===== src/rtl/core/kedq_pkg.sv =====
package kedq_pkg;

   localparam int CMD_W    = 2;
   localparam int KEY_W    = 32;
   localparam int ID_W     = 16;
   localparam int STAMP_W  = 32;
   localparam int SEQ_W    = 32;
   localparam int STATUS_W = 3;

   typedef enum logic [CMD_W-1:0] {
      CMD_POST_BACK  = 2'd0,
      CMD_POST_FRONT = 2'd1,
      CMD_REMOVE     = 2'd2,
      CMD_CLEAR      = 2'd3
   } command_type;

   typedef enum logic [STATUS_W-1:0] {
      ST_OK         = 3'd0,
      ST_UNKNOWN    = 3'd1,
      ST_EMPTY      = 3'd2,
      ST_MISMATCH   = 3'd3,
      ST_TABLE_FULL = 3'd4,
      ST_QUEUE_FULL = 3'd5
   } status_type;

   typedef enum logic [1:0] {
      OP_POST   = 2'd0,
      OP_REMOVE = 2'd1,
      OP_CLEAR  = 2'd2
   } op_type;

   typedef struct packed {
      op_type             op;
      logic               at_front;
      logic [KEY_W-1:0]   object_key;
      logic [ID_W-1:0]    event_id;
      logic [STAMP_W-1:0] time_stamp;
   } task_type;

   typedef enum logic [2:0] {
      S_IDLE   = 3'd0,
      S_SCAN   = 3'd1,
      S_DECIDE = 3'd2,
      S_EXEC   = 3'd3,
      S_CHECK  = 3'd4,
      S_FINISH = 3'd5
   } state_type;

endpackage


===== src/rtl/core/kedq_if.sv =====
interface kedq_req_if;
   logic                          valid;
   logic                          ready;
   logic [kedq_pkg::CMD_W-1:0]   command;
   logic [kedq_pkg::KEY_W-1:0]   object_key;
   logic [kedq_pkg::ID_W-1:0]    event_id;
   logic [kedq_pkg::STAMP_W-1:0] time_stamp;

   modport source (output valid, output command, output object_key, output event_id,
                   output time_stamp, input ready);
   modport sink   (input valid, input command, input object_key, input event_id,
                   input time_stamp, output ready);
endinterface



===== src/rtl/core/kedq_front.sv =====
module kedq_front #(
   parameter int ID_BITS = 16
) (
   input  logic               clock,
   input  logic               reset,
   kedq_req_if.sink           req_bus,
   output logic               task_valid,
   input  logic               task_ready,
   output kedq_pkg::task_type task_item
);

   localparam int IdW = (ID_BITS < kedq_pkg::ID_W) ? ID_BITS : kedq_pkg::ID_W;
   localparam logic [kedq_pkg::ID_W-1:0] IdMask = {kedq_pkg::ID_W{1'b1}} >> (kedq_pkg::ID_W - IdW);

   kedq_pkg::task_type slot_ff [2];
   kedq_pkg::task_type slot_in;
   logic               wr_ptr_ff, wr_ptr_in;
   logic               rd_ptr_ff, rd_ptr_in;
   logic [1:0]         fill_ff, fill_in;
   logic               push, pop;

   // classify the incoming item
   always_comb begin
      slot_in.object_key = req_bus.object_key;
      slot_in.event_id   = req_bus.event_id & IdMask;
      slot_in.time_stamp = req_bus.time_stamp;
      slot_in.op         = kedq_pkg::OP_POST;
      slot_in.at_front   = 1'b0;
      unique case (kedq_pkg::command_type'(req_bus.command))
         kedq_pkg::CMD_POST_BACK: begin
            slot_in.op = kedq_pkg::OP_POST;
         end
         kedq_pkg::CMD_POST_FRONT: begin
            slot_in.op       = kedq_pkg::OP_POST;
            slot_in.at_front = 1'b1;
         end
         kedq_pkg::CMD_REMOVE: begin
            slot_in.op = kedq_pkg::OP_REMOVE;
         end
         kedq_pkg::CMD_CLEAR: begin
            slot_in.op = kedq_pkg::OP_CLEAR;
         end
         default: begin
            slot_in.op = kedq_pkg::OP_CLEAR;
         end
      endcase
   end

   assign req_bus.ready = (fill_ff != 2'd2);
   assign task_valid    = (fill_ff != 2'd0);
   assign task_item     = slot_ff[rd_ptr_ff];
   assign push          = req_bus.valid && req_bus.ready;
   assign pop           = task_valid && task_ready;

   always_comb begin
      wr_ptr_in = push ? ~wr_ptr_ff : wr_ptr_ff;
      rd_ptr_in = pop ? ~rd_ptr_ff : rd_ptr_ff;
      fill_in   = fill_ff;
      case ({push, pop})
         2'b10:   fill_in = fill_ff + 2'd1;
         2'b01:   fill_in = fill_ff - 2'd1;
         default: fill_in = fill_ff;
      endcase
   end

   always_ff @(posedge clock) begin
      if (reset) begin
         wr_ptr_ff <= 1'b0;
         rd_ptr_ff <= 1'b0;
         fill_ff   <= 2'd0;
      end else begin
         wr_ptr_ff <= wr_ptr_in;
         rd_ptr_ff <= rd_ptr_in;
         fill_ff   <= fill_in;
      end
   end

   always_ff @(posedge clock) begin
      if (push) begin
         slot_ff[wr_ptr_ff] <= slot_in;
      end
   end

endmodule


===== src/flat_wrapper.sv =====
// flat-port wrapper written by rule: the top's interface ports become plain ports
module kedq_front_flat 
#(
   parameter int ID_BITS = 16
)
  (clock, reset, task_valid, task_ready, task_item, req_bus_valid, req_bus_command, req_bus_object_key, req_bus_event_id, req_bus_time_stamp, req_bus_ready);
  kedq_req_if req_bus_i ();
  input  logic clock;
  input  logic reset;
  output logic task_valid;
  input  logic task_ready;
  output kedq_pkg::task_type task_item;
  input wire logic [$bits(req_bus_i.valid)-1:0] req_bus_valid;
  input wire logic [$bits(req_bus_i.command)-1:0] req_bus_command;
  input wire logic [$bits(req_bus_i.object_key)-1:0] req_bus_object_key;
  input wire logic [$bits(req_bus_i.event_id)-1:0] req_bus_event_id;
  input wire logic [$bits(req_bus_i.time_stamp)-1:0] req_bus_time_stamp;
  output wire logic [$bits(req_bus_i.ready)-1:0] req_bus_ready;
  assign req_bus_i.valid = req_bus_valid;
  assign req_bus_i.command = req_bus_command;
  assign req_bus_i.object_key = req_bus_object_key;
  assign req_bus_i.event_id = req_bus_event_id;
  assign req_bus_i.time_stamp = req_bus_time_stamp;
  assign req_bus_ready = req_bus_i.ready;
  kedq_front #(.ID_BITS(ID_BITS)) u_core (.clock(clock), .reset(reset), .req_bus(req_bus_i), .task_valid(task_valid), .task_ready(task_ready), .task_item(task_item));
endmodule

===== config.mk =====
export PLATFORM = sky130hd
export DESIGN_NAME = kedq_front_flat
export DESIGN_NICKNAME = d
export VERILOG_FILES = /design/src/rtl/core/kedq_pkg.sv /design/src/rtl/core/kedq_if.sv /design/src/rtl/core/kedq_front.sv /design/src/flat_wrapper.sv
export SDC_FILE = /design/constraint.sdc
export NUM_CORES = 1
export LEC_CHECK = 0
export ABC_AREA = 1
export BUFFER_PORTS_ARGS = -buffer_cell sky130_fd_sc_hd__buf_4
export CAP_MARGIN = 5
export CORE_UTILIZATION = 57
export CTS_CLUSTER_DIAMETER = 100
export CTS_CLUSTER_SIZE = 8
export DETAILED_ROUTE_END_ITERATION = 8
export MAX_ROUTING_LAYER = met4
export PLACE_DENSITY = 0.88
export SETUP_SLACK_MARGIN = 0.2
export SLEW_MARGIN = 10
export SYNTH_ARGS = -nofsm -noshare
export SYNTH_HDL_FRONTEND = slang
export SYNTH_SLANG_ARGS = --single-unit

===== constraint.sdc =====
create_clock -name clock -period 13.9 [get_ports clock]
set_clock_uncertainty 0.05 [all_clocks]
set_input_delay 1.39 -clock clock [delete_from_list [all_inputs] [get_ports clock]]
set_output_delay 1.39 -clock clock [all_outputs]
set_load 0.05 [all_outputs]

## After elaboration in Yosys (flattened, before gate mapping)

Memories as Yosys holds them, arrays and structs flattened. A register that Yosys moved wholly into a read port is not among the register bits.
Index checks and enable logic that the tools add are counted.

- Register bits: 4
- RAM bits: 166
- Output and inout port bits: 85
- Logic and storage cells: 27
- Memories kept: 1

Memories:

| memory | depth | bits a word | rd ports | clocked after memory_dff | wr ports | RTL line | source |
|---|---|---|---|---|---|---|---|
| u_core.slot_ff | 2 | 83 | 1 | 1 | 1 | kedq_front.sv:15 | `kedq_pkg::task_type slot_ff [2];` |

- Add/subtract/negate cells: 2
- Equality and inequality tests: 6
- Multiplexer cells: 7
- Bitwise logic cells: 2
- Reduce and logical (&&, ||, !) cells: 6

Operators with widths:

| kind | number |
|---|---|
| $eq A2 B2 Y1 const B | 3 |
| $pmux W2 S3 | 1 |
| $mux W1 | 5 |
| $eq A2 B1 Y1 const B | 2 |
| $pmux W2 S2 | 1 |
| $reduce_bool A2 Y1 | 2 |
| $add A2 B1 Y2 const B | 1 |
| $logic_and A1 B1 Y1 | 2 |
| $logic_not A2 Y1 | 1 |
| $ne A2 B2 Y1 const B | 1 |
| $not A1 Y1 | 2 |
| $reduce_or A2 Y1 | 1 |
| $sub A2 B1 Y2 const B | 1 |

## Logic depth before layout (Yosys ltp)

Gate-level depths: netlist of the first run.

- Depth in word-level cells: 4
- Mapped depth: 10

## Worst setup path before layout of the first run

OpenSTA, ideal clock, no wires.

- Kind: in2reg
- Start point: input req_bus_valid
- End point: memory u_core.slot_ff[0][0] in the netlist's numbering, enable pin
- Data arrival time: 4976 ps
- Setup slack: 8349 ps
- Stages: 2
- Path buffers: 0
- Path through: nand2_1 > nor2_1

- Word-level cells in the longest chain between the ends: 3

Ends and longest elaborated chain:

| item | RTL line | source |
|---|---|---|
| start: declaration | flat_wrapper.sv:13 | `input wire logic [$bits(req_bus_i.valid)-1:0] req_bus_valid;` |
| $logic_and A1 B1 Y1 | kedq_front.sv:52 | `assign push = req_bus.valid && req_bus.ready;` |
| $mux W1 | kedq_front.sv:79 | `if (push) begin` |
| $mux W1 (implied by the code) | kedq_front.sv:80 | `slot_ff[wr_ptr_ff] <= slot_in;` |
| end: declaration | kedq_front.sv:15 |  |

No other way between the ends.

==> results of run 1 <==
## layer usage
metal / wire (um) / share of wire, % / global-route usage [%]
met4: 227 / 1.9 / 10.19
met3: 978 / 8.1 / 7.528
met5: 0 / 0 / -
met1: 4422 / 37 / 22.47
met2: 6469 / 53 / 36.52
## layout make-up
class	instances	area, um2	share of cell area (%)
timing repair buffer	173	1299	15.12
clock inverter	15	227.7	2.650
tap	140	175.2	2.039
sequential	171	5089	59.23
clock buffer	17	425.4	4.951
inverter	11	41.29	0.4806
multi-input combinational	111	1335	15.54
## flip-flops by register name, summed over array words and instances (netlist names), named ones only
| register | flops |
|---|---|
| u_core.wr_ptr_ff | 1 |
| u_core.fill_ff | 2 |
| u_core.rd_ptr_ff | 1 |
| u_core.slot_ff | 166 |
## logic make-up (layout without fill, tap and decap cells)
family                     after synthesis  count (layout)  share of synthesized area [%]
AOI/OAI and AO/OA                        5               5                         0.3789
DFF                                    171             171                          77.01
muxes                                   83              83                          18.14
adders and majority gates                1               1                         0.1895
buffers and inverters                   20             216                          2.994
and+or+nand+nor                         22              22                          1.289
## metrics by stage
stage	worst slack [ps]	area (um2)	hold slack, ps
after floorplan	8349	6603	415.0
after global placement	10270	7939	428.5
after detailed placement	10240	7939	496.8
after CTS	9778	8592	505.8
after global routing	9703	8592	525.9
final	9828	8592	505.2
## worst max path at each step
stage	startpoint	end	slack [ps]	cells after the start
after global routing	flop	task_item[82]	9700	3
after global placement	flop	task_item[65]	10270	3
after floorplan	req_bus_valid	u_core.slot_ff[0][0]	8350	2
after CTS	flop	task_item[82]	9780	3
after detailed placement	flop	task_item[82]	10240	3
final	flop	task_item[82]	9830	3
## tightest hold or removal path, stage by stage, from the launching register on
cell	delay (ps)
dfxtp_1	340
nor2_1	120
nor2_1	60
## cells in the final DEF, fill, tap and decap left out
cell        instances
nor2_4              2
ha_1                1
mux2_4             70
clkinvlp_4          1
clkinv_4            1
edfxtp_1          166
a21oi_1             2
dfxtp_1             4
buf_4             173
o21ai_0             3
nand4_1             1
clkinv_1            3
mux2_2             13
dfxtp_4             1
nor2_1             10
bufinv_16           6
clkbuf_16          17
inv_1              11
nand2_1             9
clkinv_2            4
## cell usage after synthesis, types with 2 or more instances
master	instances
edfxtp_1	166
nand2_1	9
inv_1	11
dfxtp_1	5
mux2_2	13
buf_12	7
mux2_4	70
a21oi_1	2
nor2_1	12
o21ai_0	3
## power groups by stage
stage / clock (uW) / sequential (uW) / combinational (uW)
6_report: 515 / 662 / 471
3_3_place_gp: 0 / 667 / 464
2_1_floorplan: 0 / 659 / 378
5_1_grt: 539 / 667 / 491
3_5_place_dp: 0 / 673 / 472
4_1_cts: 524 / 663 / 475
==> results by group, run 1 <==
Floorplanning
  – Num rows: 38
  – Initial core utilization: 59.60%
  – Die span in y: 109.6 um
  – Ports: 171
  – Die Wd: 109.6 um
  – Die area: 12020 um2
  – Core Area: 11080 um2

Worst setup path
  – R2R Setup Slk: 11270 ps
  – Crit end category: primary output
  – Worst R2R Path Depth: 5
  – CP max-delay cell: dfxtp_4
  – CP Class: flop to primary output
  – Crit path DAT: 2630 ps
  – CP max FO: 42
  – Crit Reg-Reg Endpoint: u_core.slot_ff[0][39]
  – WP buf/inv: 2
  – Most Frequent Cell on Critical Path: buf_4
  – Slowest stage delay, CP: 840 ps
  – CP required: 12460 ps
  – Reg2reg start: u_core.fill_ff[0]
  – Ordered list of cells on the worst path: buf_4 > mux2_2 > buf_4
  – Delay-heaviest family, CP: buffers and inverters
  – Worst Setup Start Kind: flop

Detailed routing
  – Vias/cell: 5.230
  – DRC: 0
  – Vias: 3337
  – Pre-antenna DRT Iters: 4
  – WL/cell: 18.96 um
  – DRT iter0 DRCs: 192
  – Antenna viol nets, final: 0
  – Final WL: 12.10 mm

Finish
  – Fillers: 620
  – Area grow syn2layout: 30.13%
  – Ant diodes: 0
  – Final Util: 77.56%
  – Final std cells w/o fill: 638
  – Layout cells sized above 1: 57.83%
  – Fin nets: 572

Logic synthesis
  – Ys Warns: 0
  – Yosys cell types: 14
  – Post-synth top flop: edfxtp_1
  – Number of synthesized register bits: 171
  – Post-synth EDFFs: 166
  – Average size of a mapped cell: 21.86 um2
  – Synth Instances: 302
  – Post-synth ARST share: 0%
  – Top post-synthesis cells by area: edfxtp_1 (75%), mux2_4 (16%), mux2_2 (2.2%)
  – Yosys top cell area share: 75.50%
  – Seq/Total Area, Yosys: 77.01%
  – Area of the mapped netlist: 6603 um2
  – Post-Syn Nets: 389
  – Yosys top cell by area: edfxtp_1

GRT
  – Initial antenna violation count: 0
  – First-pass GRT wire length: 17.58 mm
  – Largest net degree at the start of global routing: 65
  – Total Routing Usage GR: 21.55%
  – Vias in the first global route: 3525
  – Total grt overflow: 0

Clocking
  – Setup repair bufs after CTS: 0
  – CTS tree: built
  – CTS Hold Buffers Added: 0
  – CTS H-tree depth: 4
  – Inserted Clock Buffers: 17
  – CTS Sinks: 171
  – Clk slew on worst S/H paths: 60 ps
  – Clock tree buffer depth: 2
  – CTS-repair resized insts: 0
  – Clock latency on the worst-skew pair: 420 ps
  – Clock root cell: clkbuf_16

Pwr
  – Net Switching: 508.9 uW
  – Peak VDD IR: 0.1163 mV
  – Combinational Power Share: 28.6%
  – Pleak: 0.003410 uW
  – Internal Power: 1139 uW
  – P per Cell Area: 191.8 nW/um2
  – Sw frac: 30.89%
  – Total power: 1648 uW
  – Flop pwr share: 40.2%
  – Clock power share: 31.2%

Timing
  – Rel. slew slack: 43.28%
  – Achievable frequency: 0.2456 GHz
  – Setup TNS: 0 ps
  – Slew @ Worst Pin: 850.8 ps
  – Hold Vio Cnt, Final: 0
  – Period Utilization, post-route: 29.29%
  – RSZ-0062 raised after global routing: false
  – Max-slew violations: 0
  – Final setup vio count: 0
  – Fin crit period: 4072 ps

Placement
  – HPWL after detailed placement: 7.893 mm
  – Buffers on Ports: 170
  – Gpl congestion: 0.7594
  – Inst Count DP: 606

Worst hold path
  – Hold Path Origin: u_core.fill_ff[1]
  – Hold Path Class: flop to flop
  – Worst Hold End: u_core.fill_ff[1]
  – Min-Delay Path Depth: 2

Flow run
  – MaxCap Viol Count: 0

Run status
  – Status: complete, no violations
No activity file was read; power rests on OpenSTA's default activity.
==> inputs of run 2 (changes only) <==
--- a/config.mk
+++ b/config.mk
@@ -5,15 +5,15 @@
 export SDC_FILE = /design/constraint.sdc
 export NUM_CORES = 1
 export LEC_CHECK = 0
-export ABC_AREA = 1
+export ABC_AREA = 0
 export BUFFER_PORTS_ARGS = -buffer_cell sky130_fd_sc_hd__buf_4
 export CAP_MARGIN = 5
-export CORE_UTILIZATION = 57
+export CORE_UTILIZATION = 52
 export CTS_CLUSTER_DIAMETER = 100
 export CTS_CLUSTER_SIZE = 8
 export DETAILED_ROUTE_END_ITERATION = 8
 export MAX_ROUTING_LAYER = met4
-export PLACE_DENSITY = 0.88
+export PLACE_DENSITY = 0.82
 export SETUP_SLACK_MARGIN = 0.2
 export SLEW_MARGIN = 10
 export SYNTH_ARGS = -nofsm -noshare
==> constraint.sdc (replaced) <==
create_clock -name clock -period 3.9 [get_ports clock]
set_clock_uncertainty 0.05 [all_clocks]
set_input_delay 0.39 -clock clock [delete_from_list [all_inputs] [get_ports clock]]
set_output_delay 0.39 -clock clock [all_outputs]
set_load 0.05 [all_outputs]
==> run 2 against run 1 <==
Compared with the run above: the flow now finishes with violations (design-rule violations); first-iteration DRC count up 7.8%; synthesized cell count fell by 5.6%; area after synthesis down 5.7%; register-to-register slack lost 9500 ps; cell area shrank 4.5%; setup slack worse by 8600 ps; die area is 3.3% higher; wire length shrank 10%; critical path type unchanged.
==> results by group, run 2 <==
Worst hold path
  – Min-Delay Path Depth: 1 (was 2)
  – Worst Hold End: u_core.slot_ff[1][78] (was u_core.fill_ff[1])
  – Hold Path Origin: req_bus_object_key[30] (was u_core.fill_ff[1])
  – Hold Path Class: input port to flop (was flop to flop)

Logic synthesis
  – Top post-synthesis cells by area: edfxtp_1 (80%), mux2_2 (15%), dfxtp_1 (1.6%) (was edfxtp_1 (75%), mux2_4 (16%), mux2_2 (2.2%))
  – Post-synth ARST share: 0% (unchanged)
  – Ys Warns: 0 (unchanged)
  – Yosys top cell area share: 80.10% (was 75.50%)
  – Yosys cell types: 22 (was 14)
  – Post-synth EDFFs: 166 (unchanged)
  – Most common cell in the netlist: edfxtp_1 (unchanged)
  – Post-synth top cells: edfxtp_1 (166), mux2_2 (83), buf_4 (7) (was edfxtp_1 (166), mux2_4 (70), mux2_2 (13))
  – Number of synthesized register bits: 171 (unchanged)
  – Average size of a mapped cell: 21.84 um2 (was 21.86 um2)
  – Seq/Total Area, Yosys: 81.70% (was 77.01%)
  – Post-synth top flop: edfxtp_1 (unchanged)
  – Area of the mapped netlist: 6223 um2 (was 6603 um2)
  – Yosys top cell by area: edfxtp_1 (unchanged)
  – Synth Instances: 285 (was 302)
  – Post-Syn Nets: 372 (was 389)

Floorplanning
  – Num rows: 39 (was 38)
  – Initial core utilization: 53.81% (was 59.60%)
  – Ports: 171 (unchanged)
  – Die area: 12410 um2 (was 12020 um2)
  – Die Wd: 111.4 um (was 109.6 um)
  – Die span in y: 111.4 um (was 109.6 um)
  – Core Area: 11560 um2 (was 11080 um2)

Pwr
  – Combinational Power Share: 36.0% (was 28.6%)
  – Net Switching: 2318 uW (was 508.9 uW)
  – Pleak: 0.003056 uW (was 0.003410 uW)
  – Internal Power: 4116 uW (was 1139 uW)
  – Clock power share: 24.8% (was 31.2%)
  – Peak VDD IR: 0.6602 mV (was 0.1163 mV)
  – P per Cell Area: 784.1 nW/um2 (was 191.8 nW/um2)
  – Sw frac: 36.03% (was 30.89%)
  – Flop pwr share: 39.1% (was 40.2%)

Timing
  – RSZ-0062 raised after global routing: false (unchanged)
  – Max-slew violations: 0 (unchanged)
  – Final setup vio count: 0 (unchanged)
  – Period Utilization, post-route: 67.35%
  – Setup TNS: 0 ps (unchanged)
  – Rel. slew slack: 24.03% (was 43.28%)
  – Worst hold margin: 105.8 ps (was 505.2 ps)
  – Hold Vio Cnt, Final: 0 (unchanged)
  – Fin crit period: 2627 ps
  – Slew @ Worst Pin: 1140 ps (was 850.8 ps)
  – PnR worst setup slack: 1273 ps (was 9828 ps)
  – Achievable frequency: 0.3807 GHz

Placement
  – Dpl ws: 1710 ps (was 10240 ps)
  – Gpl congestion: 0.7210 (was 0.7594)
  – HPWL after detailed placement: 7.002 mm (was 7.893 mm)
  – Inst Count DP: 591 (was 606)
  – Buffers on Ports: 170 (unchanged)

Detailed routing
  – Vias: 3178 (was 3337)
  – Antenna viol nets, final: 0 (unchanged)
  – WL/cell: 17.41 um (was 18.96 um)
  – DRC: 20 (was 0)
  – Final WL: 10.85 mm (was 12.10 mm)
  – DRT iter0 DRCs: 207 (was 192)
  – Vias/cell: 5.101 (was 5.230)
  – Pre-antenna DRT Iters: 7 (was 4)

Worst setup path
  – CP max FO: 83 (was 42)
  – Worst Setup Start Kind: flop (unchanged)
  – CP Class: flop to primary output (unchanged)
  – Crit Reg-Reg Endpoint: u_core.slot_ff[1][31] (was u_core.slot_ff[0][39])
  – Crit path DAT: 2190 ps (was 2630 ps)
  – R2R Setup Slk: 1780 ps (was 11270 ps)
  – CP required: 3460 ps (was 12460 ps)
  – Crit end category: primary output (unchanged)
  – Worst R2R Path Depth: 2 (was 5)
  – Reg2reg start: u_core.fill_ff[0] (unchanged)

Clocking
  – CTS tree: built (unchanged)
  – Clock latency on the worst-skew pair: 420 ps (about the same)
  – Setup repair bufs after CTS: 0 (unchanged)
  – CTS H-tree depth: 4 (unchanged)
  – CTS-repair resized insts: 0 (unchanged)
  – Clock tree buffer depth: 2 (unchanged)
  – CTS Hold Buffers Added: 0 (unchanged)
  – Clk slew on worst S/H paths: 60 ps (about the same)
  – Inserted Clock Buffers: 17 (unchanged)
  – CTS Sinks: 171 (unchanged)
  – Clock root cell: clkbuf_16 (unchanged)

Finish
  – Final Util: 70.96% (was 77.56%)
  – Layout cells sized above 1: 58.75% (was 57.83%)
  – Fillers: 725 (was 620)
  – Ant diodes: 0 (unchanged)
  – Most frequent cells in the layout: buf_4 (172), edfxtp_1 (166), mux2_2 (83) (was buf_4 (173), edfxtp_1 (166), mux2_4 (70))
  – Largest register FFs: 166 (unchanged)
  – Most flop-heavy register: u_core.slot_ff (unchanged)
  – Final std cells w/o fill: 623 (was 638)
  – Fin nets: 554 (was 572)
  – Largest regs: u_core.slot_ff: 166 flops, u_core.fill_ff: 2 flops (unchanged)
  – Commonest non-fill, non-tap cell in the layout: buf_4 (unchanged)
  – Area grow syn2layout: 31.87% (was 30.13%)

GRT
  – First-pass GRT wire length: 16.71 mm (was 17.58 mm)
  – Vias in the first global route: 3324 (was 3525)
  – Largest net degree at the start of global routing: 84 (was 65)
  – Total grt overflow: 0 (unchanged)
  – Initial antenna violation count: 0 (unchanged)
  – Total Routing Usage GR: 19.04% (was 21.55%)

Run status
  – Status: complete, but fails checks (was complete, no violations)
  – Failing checks: design-rule violations

Flow run
  – MaxCap Viol Count: 0 (unchanged)
-- run 2: cell types whose count changed after synthesis, moves of 2 or more --
cell,change
mux2_4,-70
nand2_1,-8
nor2b_1,+2
o21ai_0,-2
nor2_1,-9
inv_1,-10
buf_12,-7
mux2_2,+70
buf_4,+7
xnor2_1,+2
-- run 2: layout make-up --
class / instances / area (um2) / share of cell area, %
clock buffers: 20 / 436.7 / 5.321
clock inverters: 12 / 128.9 / 1.570
inverters: 1 / 5.005 / 0.06098
multi-input cells: 104 / 1077 / 13.13
flip-flops and latches: 171 / 5089 / 62.01
well taps: 143 / 178.9 / 2.180
repair buffers: 172 / 1291 / 15.73
-- run 2: logic make-up after synthesis --
group                    Yosys count  share of synthesized area [%]
multiplexers                      83                          15.02
adder cells (fa/ha/maj)            1                         0.2010
AND/OR/NAND/NOR                   12                          1.066
XOR/XNOR                           3                         0.4223
AO/OA/AOI/OAI                      5                         0.5227
flip-flops                       171                          81.70
buffers and inverters             10                          1.065
-- run 2: how the worst max path moves through the flow --
| stage | start | to | slack, ps |
|---|---|---|---|
| floorplan | u_core.fill_ff[0] | u_core.slot_ff[1][0] | 420 |
| global placement | flop | task_item[62] | 1710 |
| finish | flop | task_item[42] | 1270 |
| CTS | flop | task_item[22] | 1250 |
| global route | flop | task_item[67] | 1160 |
| detailed placement | flop | task_item[62] | 1710 |
-- run 2: per-layer routing --
layer | wire length, um | up-vias | GRT usage [%]
li1 | - | 1490 | -
met1 | 4143 | 1544 | 21.28
met2 | 5505 | 127 | 29.96
met3 | 1041 | 17 | 8.601
met4 | 155 | 0 | 7.477
met5 | 0 | - | -
-- run 2: critical path, stage by stage, from the launching register on --
cell	delay, ps
dfxtp_4	1070
mux2_2	440
buf_4	190
-- run 2: metrics by stage --
step,power [uW],cell area [um2]
after floorplan,4226,6223
after detailed placement,4888,7641
after CTS,6495,8207
after global placement,4853,7641
after global routing,6647,8207
final,6435,8207
-- run 2: power by group through the flow --
stage	clock [uW]	sequential, uW	combinational, uW
2_1_floorplan	0	2420	1810
3_3_place_gp	0	2540	2310
3_5_place_dp	0	2560	2330
4_1_cts	1630	2530	2340
5_1_grt	1690	2550	2400
6_report	1600	2520	2320
==> inputs of run 3 (changes only) <==
--- a/config.mk
+++ b/config.mk
@@ -8,12 +8,12 @@
 export ABC_AREA = 0
 export BUFFER_PORTS_ARGS = -buffer_cell sky130_fd_sc_hd__buf_4
 export CAP_MARGIN = 5
-export CORE_UTILIZATION = 52
+export CORE_UTILIZATION = 47
 export CTS_CLUSTER_DIAMETER = 100
 export CTS_CLUSTER_SIZE = 8
 export DETAILED_ROUTE_END_ITERATION = 8
 export MAX_ROUTING_LAYER = met4
-export PLACE_DENSITY = 0.82
+export PLACE_DENSITY = 0.79
 export SETUP_SLACK_MARGIN = 0.2
 export SLEW_MARGIN = 10
 export SYNTH_ARGS = -nofsm -noshare
==> constraint.sdc (replaced) <==
create_clock -name clock -period 2.27 [get_ports clock]
set_clock_uncertainty 0.05 [all_clocks]
set_input_delay 0.227 -clock clock [delete_from_list [all_inputs] [get_ports clock]]
set_output_delay 0.227 -clock clock [all_outputs]
set_load 0.05 [all_outputs]
==> run 3 against run 2 <==
Compared with the run above: the flow now finishes without violations; global-route usage down 0.32 points; power up 80%; non-clock buffer count up 85; largest cell class unchanged; clock power up 91%; largest power group is now combinational cells; critical endpoint is now task_item[58]; cell count up 18%.
==> results by group, run 3 (synthesized netlist as in run 2, its figures left out) <==
Run status
  – Status: complete, no violations (was complete, but fails checks)

Finish
  – Largest register FFs: 166 (unchanged)
  – Ant diodes: 0 (unchanged)
  – Fin nets: 639 (was 554)
  – Commonest non-fill, non-tap cell in the layout: buf_4 (unchanged)
  – Most flop-heavy register: u_core.slot_ff (unchanged)
  – Layout cells sized above 1: 52.04% (was 58.75%)
  – Fillers: 770 (was 725)
  – Area grow syn2layout: 48.07% (was 31.87%)
  – Finished Cell Area: 9215 um2 (was 8207 um2)
  – Final std cells w/o fill: 737 (was 623)
  – Largest regs: u_core.slot_ff: 166 flops, u_core.fill_ff: 2 flops (unchanged)
  – Most frequent cells in the layout: buf_4 (171), edfxtp_1 (166), mux2_2 (83) (was buf_4 (172), edfxtp_1 (166), mux2_2 (83))

Worst setup path
  – Crit path DAT: 1680 ps (was 2190 ps)
  – Crit end category: primary output (unchanged)
  – CP Class: flop to primary output (unchanged)
  – CP required: 1990 ps (was 3460 ps)
  – CP max FO: 56 (was 83)
  – Reg2reg start: u_core.fill_ff[0] (unchanged)
  – Worst Setup Start Kind: flop (unchanged)

Floorplanning
  – Initial core utilization: 48.72% (was 53.81%)
  – Core Area: 12770 um2 (was 11560 um2)
  – Die span in y: 117.1 um (was 111.4 um)
  – Die Wd: 117.1 um (was 111.4 um)
  – Die area: 13710 um2 (was 12410 um2)
  – Ports: 171 (unchanged)
  – Num rows: 41 (was 39)

Clocking
  – CTS Sinks: 171 (unchanged)
  – CTS tree: built (unchanged)
  – Setup repair bufs after CTS: 0 (unchanged)
  – Inserted Clock Buffers: 17 (unchanged)
  – CTS H-tree depth: 4 (unchanged)
  – Clock tree buffer depth: 2 (unchanged)
  – Clock latency on the worst-skew pair: 410 ps (was 420 ps)
  – Clk slew on worst S/H paths: 60 ps (about the same)
  – Clock root cell: clkbuf_16 (unchanged)

Timing
  – Rel. slew slack: 68.52% (was 24.03%)
  – Final setup vio count: 0 (unchanged)
  – Slew @ Worst Pin: 472.1 ps (was 1140 ps)
  – RSZ-0062 raised after global routing: false (unchanged)
  – Fin crit period: 1952 ps
  – Period Utilization, post-route: 86.01%
  – Max-slew violations: 0 (unchanged)
  – Hold Vio Cnt, Final: 0 (unchanged)
  – Achievable frequency: 0.5122 GHz
  – Worst hold margin: 63.77 ps (was 105.8 ps)

Worst hold path
  – Hold Path Class: input port to flop (unchanged)
  – Hold Path Origin: req_bus_command[1] (was req_bus_object_key[30])

Detailed routing
  – Metal3 WL: 699 um (was 1.041 mm)
  – Vias: 3525 (was 3178)
  – Pre-antenna DRT Iters: 5 (was 7)
  – Antenna viol nets, final: 0 (unchanged)
  – Final WL: 12.11 mm (was 10.85 mm)
  – Max Used Layer: met4 (unchanged)
  – DRC: 0 (was 20)
  – Met2 WL: 6.513 mm (was 5.505 mm)
  – Vias/cell: 4.783 (was 5.101)
  – DRT iter0 DRCs: 224 (was 207)
  – WL met1: 4.687 mm (was 4.143 mm)
  – WL/cell: 16.44 um (was 17.41 um)

GRT
  – Total Routing Usage GR: 18.72% (was 19.04%)
  – Vias in the first global route: 3662 (was 3324)
  – First-pass GRT wire length: 17.72 mm (was 16.71 mm)
  – Largest net degree at the start of global routing: 57 (was 84)
  – Initial antenna violation count: 0 (unchanged)
  – Total grt overflow: 0 (unchanged)

Placement
  – HPWL after detailed placement: 7.431 mm (was 7.002 mm)
  – Inst Count DP: 624 (was 591)
  – Post-DP Area: 7769 um2 (was 7641 um2)
  – Gpl congestion: 0.6731 (was 0.7210)
  – Buffers on Ports: 170 (unchanged)

Pwr
  – Peak VDD IR: 0.8326 mV (was 0.6602 mV)
  – Pleak: 0.003456 uW (was 0.003056 uW)
  – P per Cell Area: 1258 nW/um2 (was 784.1 nW/um2)

Flow run
  – MaxCap Viol Count: 0 (unchanged)
## run 3: cell types whose count changed in the layout (fill, tap and decap cells not counted), sizes merged
cell         before  now
clkinvlp          1    4
buf             172  176
clkinv            9    5
dlygate4sd3       0   81
bufinv            3    5
clkbuf           20   19
## run 3: final cells by class
| class | count | area (um2) | share of cell area [%] |
|---|---|---|---|
| flip-flops and latches | 171 | 5090 | 55.23 |
| repair buffers | 257 | 2186 | 23.72 |
| multi-input cells | 104 | 1085 | 11.77 |
| clock buffers | 19 | 432.9 | 4.698 |
| well taps | 172 | 215.2 | 2.335 |
| clock inverters | 13 | 198.9 | 2.159 |
| inverters | 1 | 7.507 | 0.08147 |
## run 3: path summary, 6_finish.rpt
kind                                               to  slack, ps  cells after the start
worst max-delay path                    task_item[58]        320                      3
worst min-delay path            u_core.slot_ff[1][80]         60                      2
worst max register to register  u_core.slot_ff[1][82]        590                      3
worst min register to register       u_core.rd_ptr_ff        490                      2
## run 3: critical path, cell delays in order, from the launching register on
cell and delay (ps):
dfxtp_4 360, buf_12 290, mux2_2 390, buf_4 190
## run 3: where the power goes
group	switching (uW)	leakage, uW	internal (uW)
Combinational	2880	0.00156	1540
Sequential	123	0.00160	3990
Clock	1110	0.000298	1940
## run 3: layer usage
metal	up-vias	track usage, %
met5	-	-
met4	0	8.186
met3	17	5.201
met2	124	32.58
met1	1725	19.99
li1	1659	-
## run 3: timing repair
action / in CTS / in global routing
hold endpoints to repair: 165 / 0
gates resized for setup: 0 / 1
hold buffers: 81 / 0
setup endpoints to repair: 0 / 1
## run 3: stage by stage
stage               util [%]  TNS, ps  total power (uW)  setup slack, ps
floorplan                  -   -10780              7265           -129.9
global placement       60.82        0              8424            626.7
detailed placement     60.82        0              8500            592.3
CTS                    72.11        0             11650            241.5
global route           72.14        0             12000            251.6
finish                 72.14        0             11590            317.6
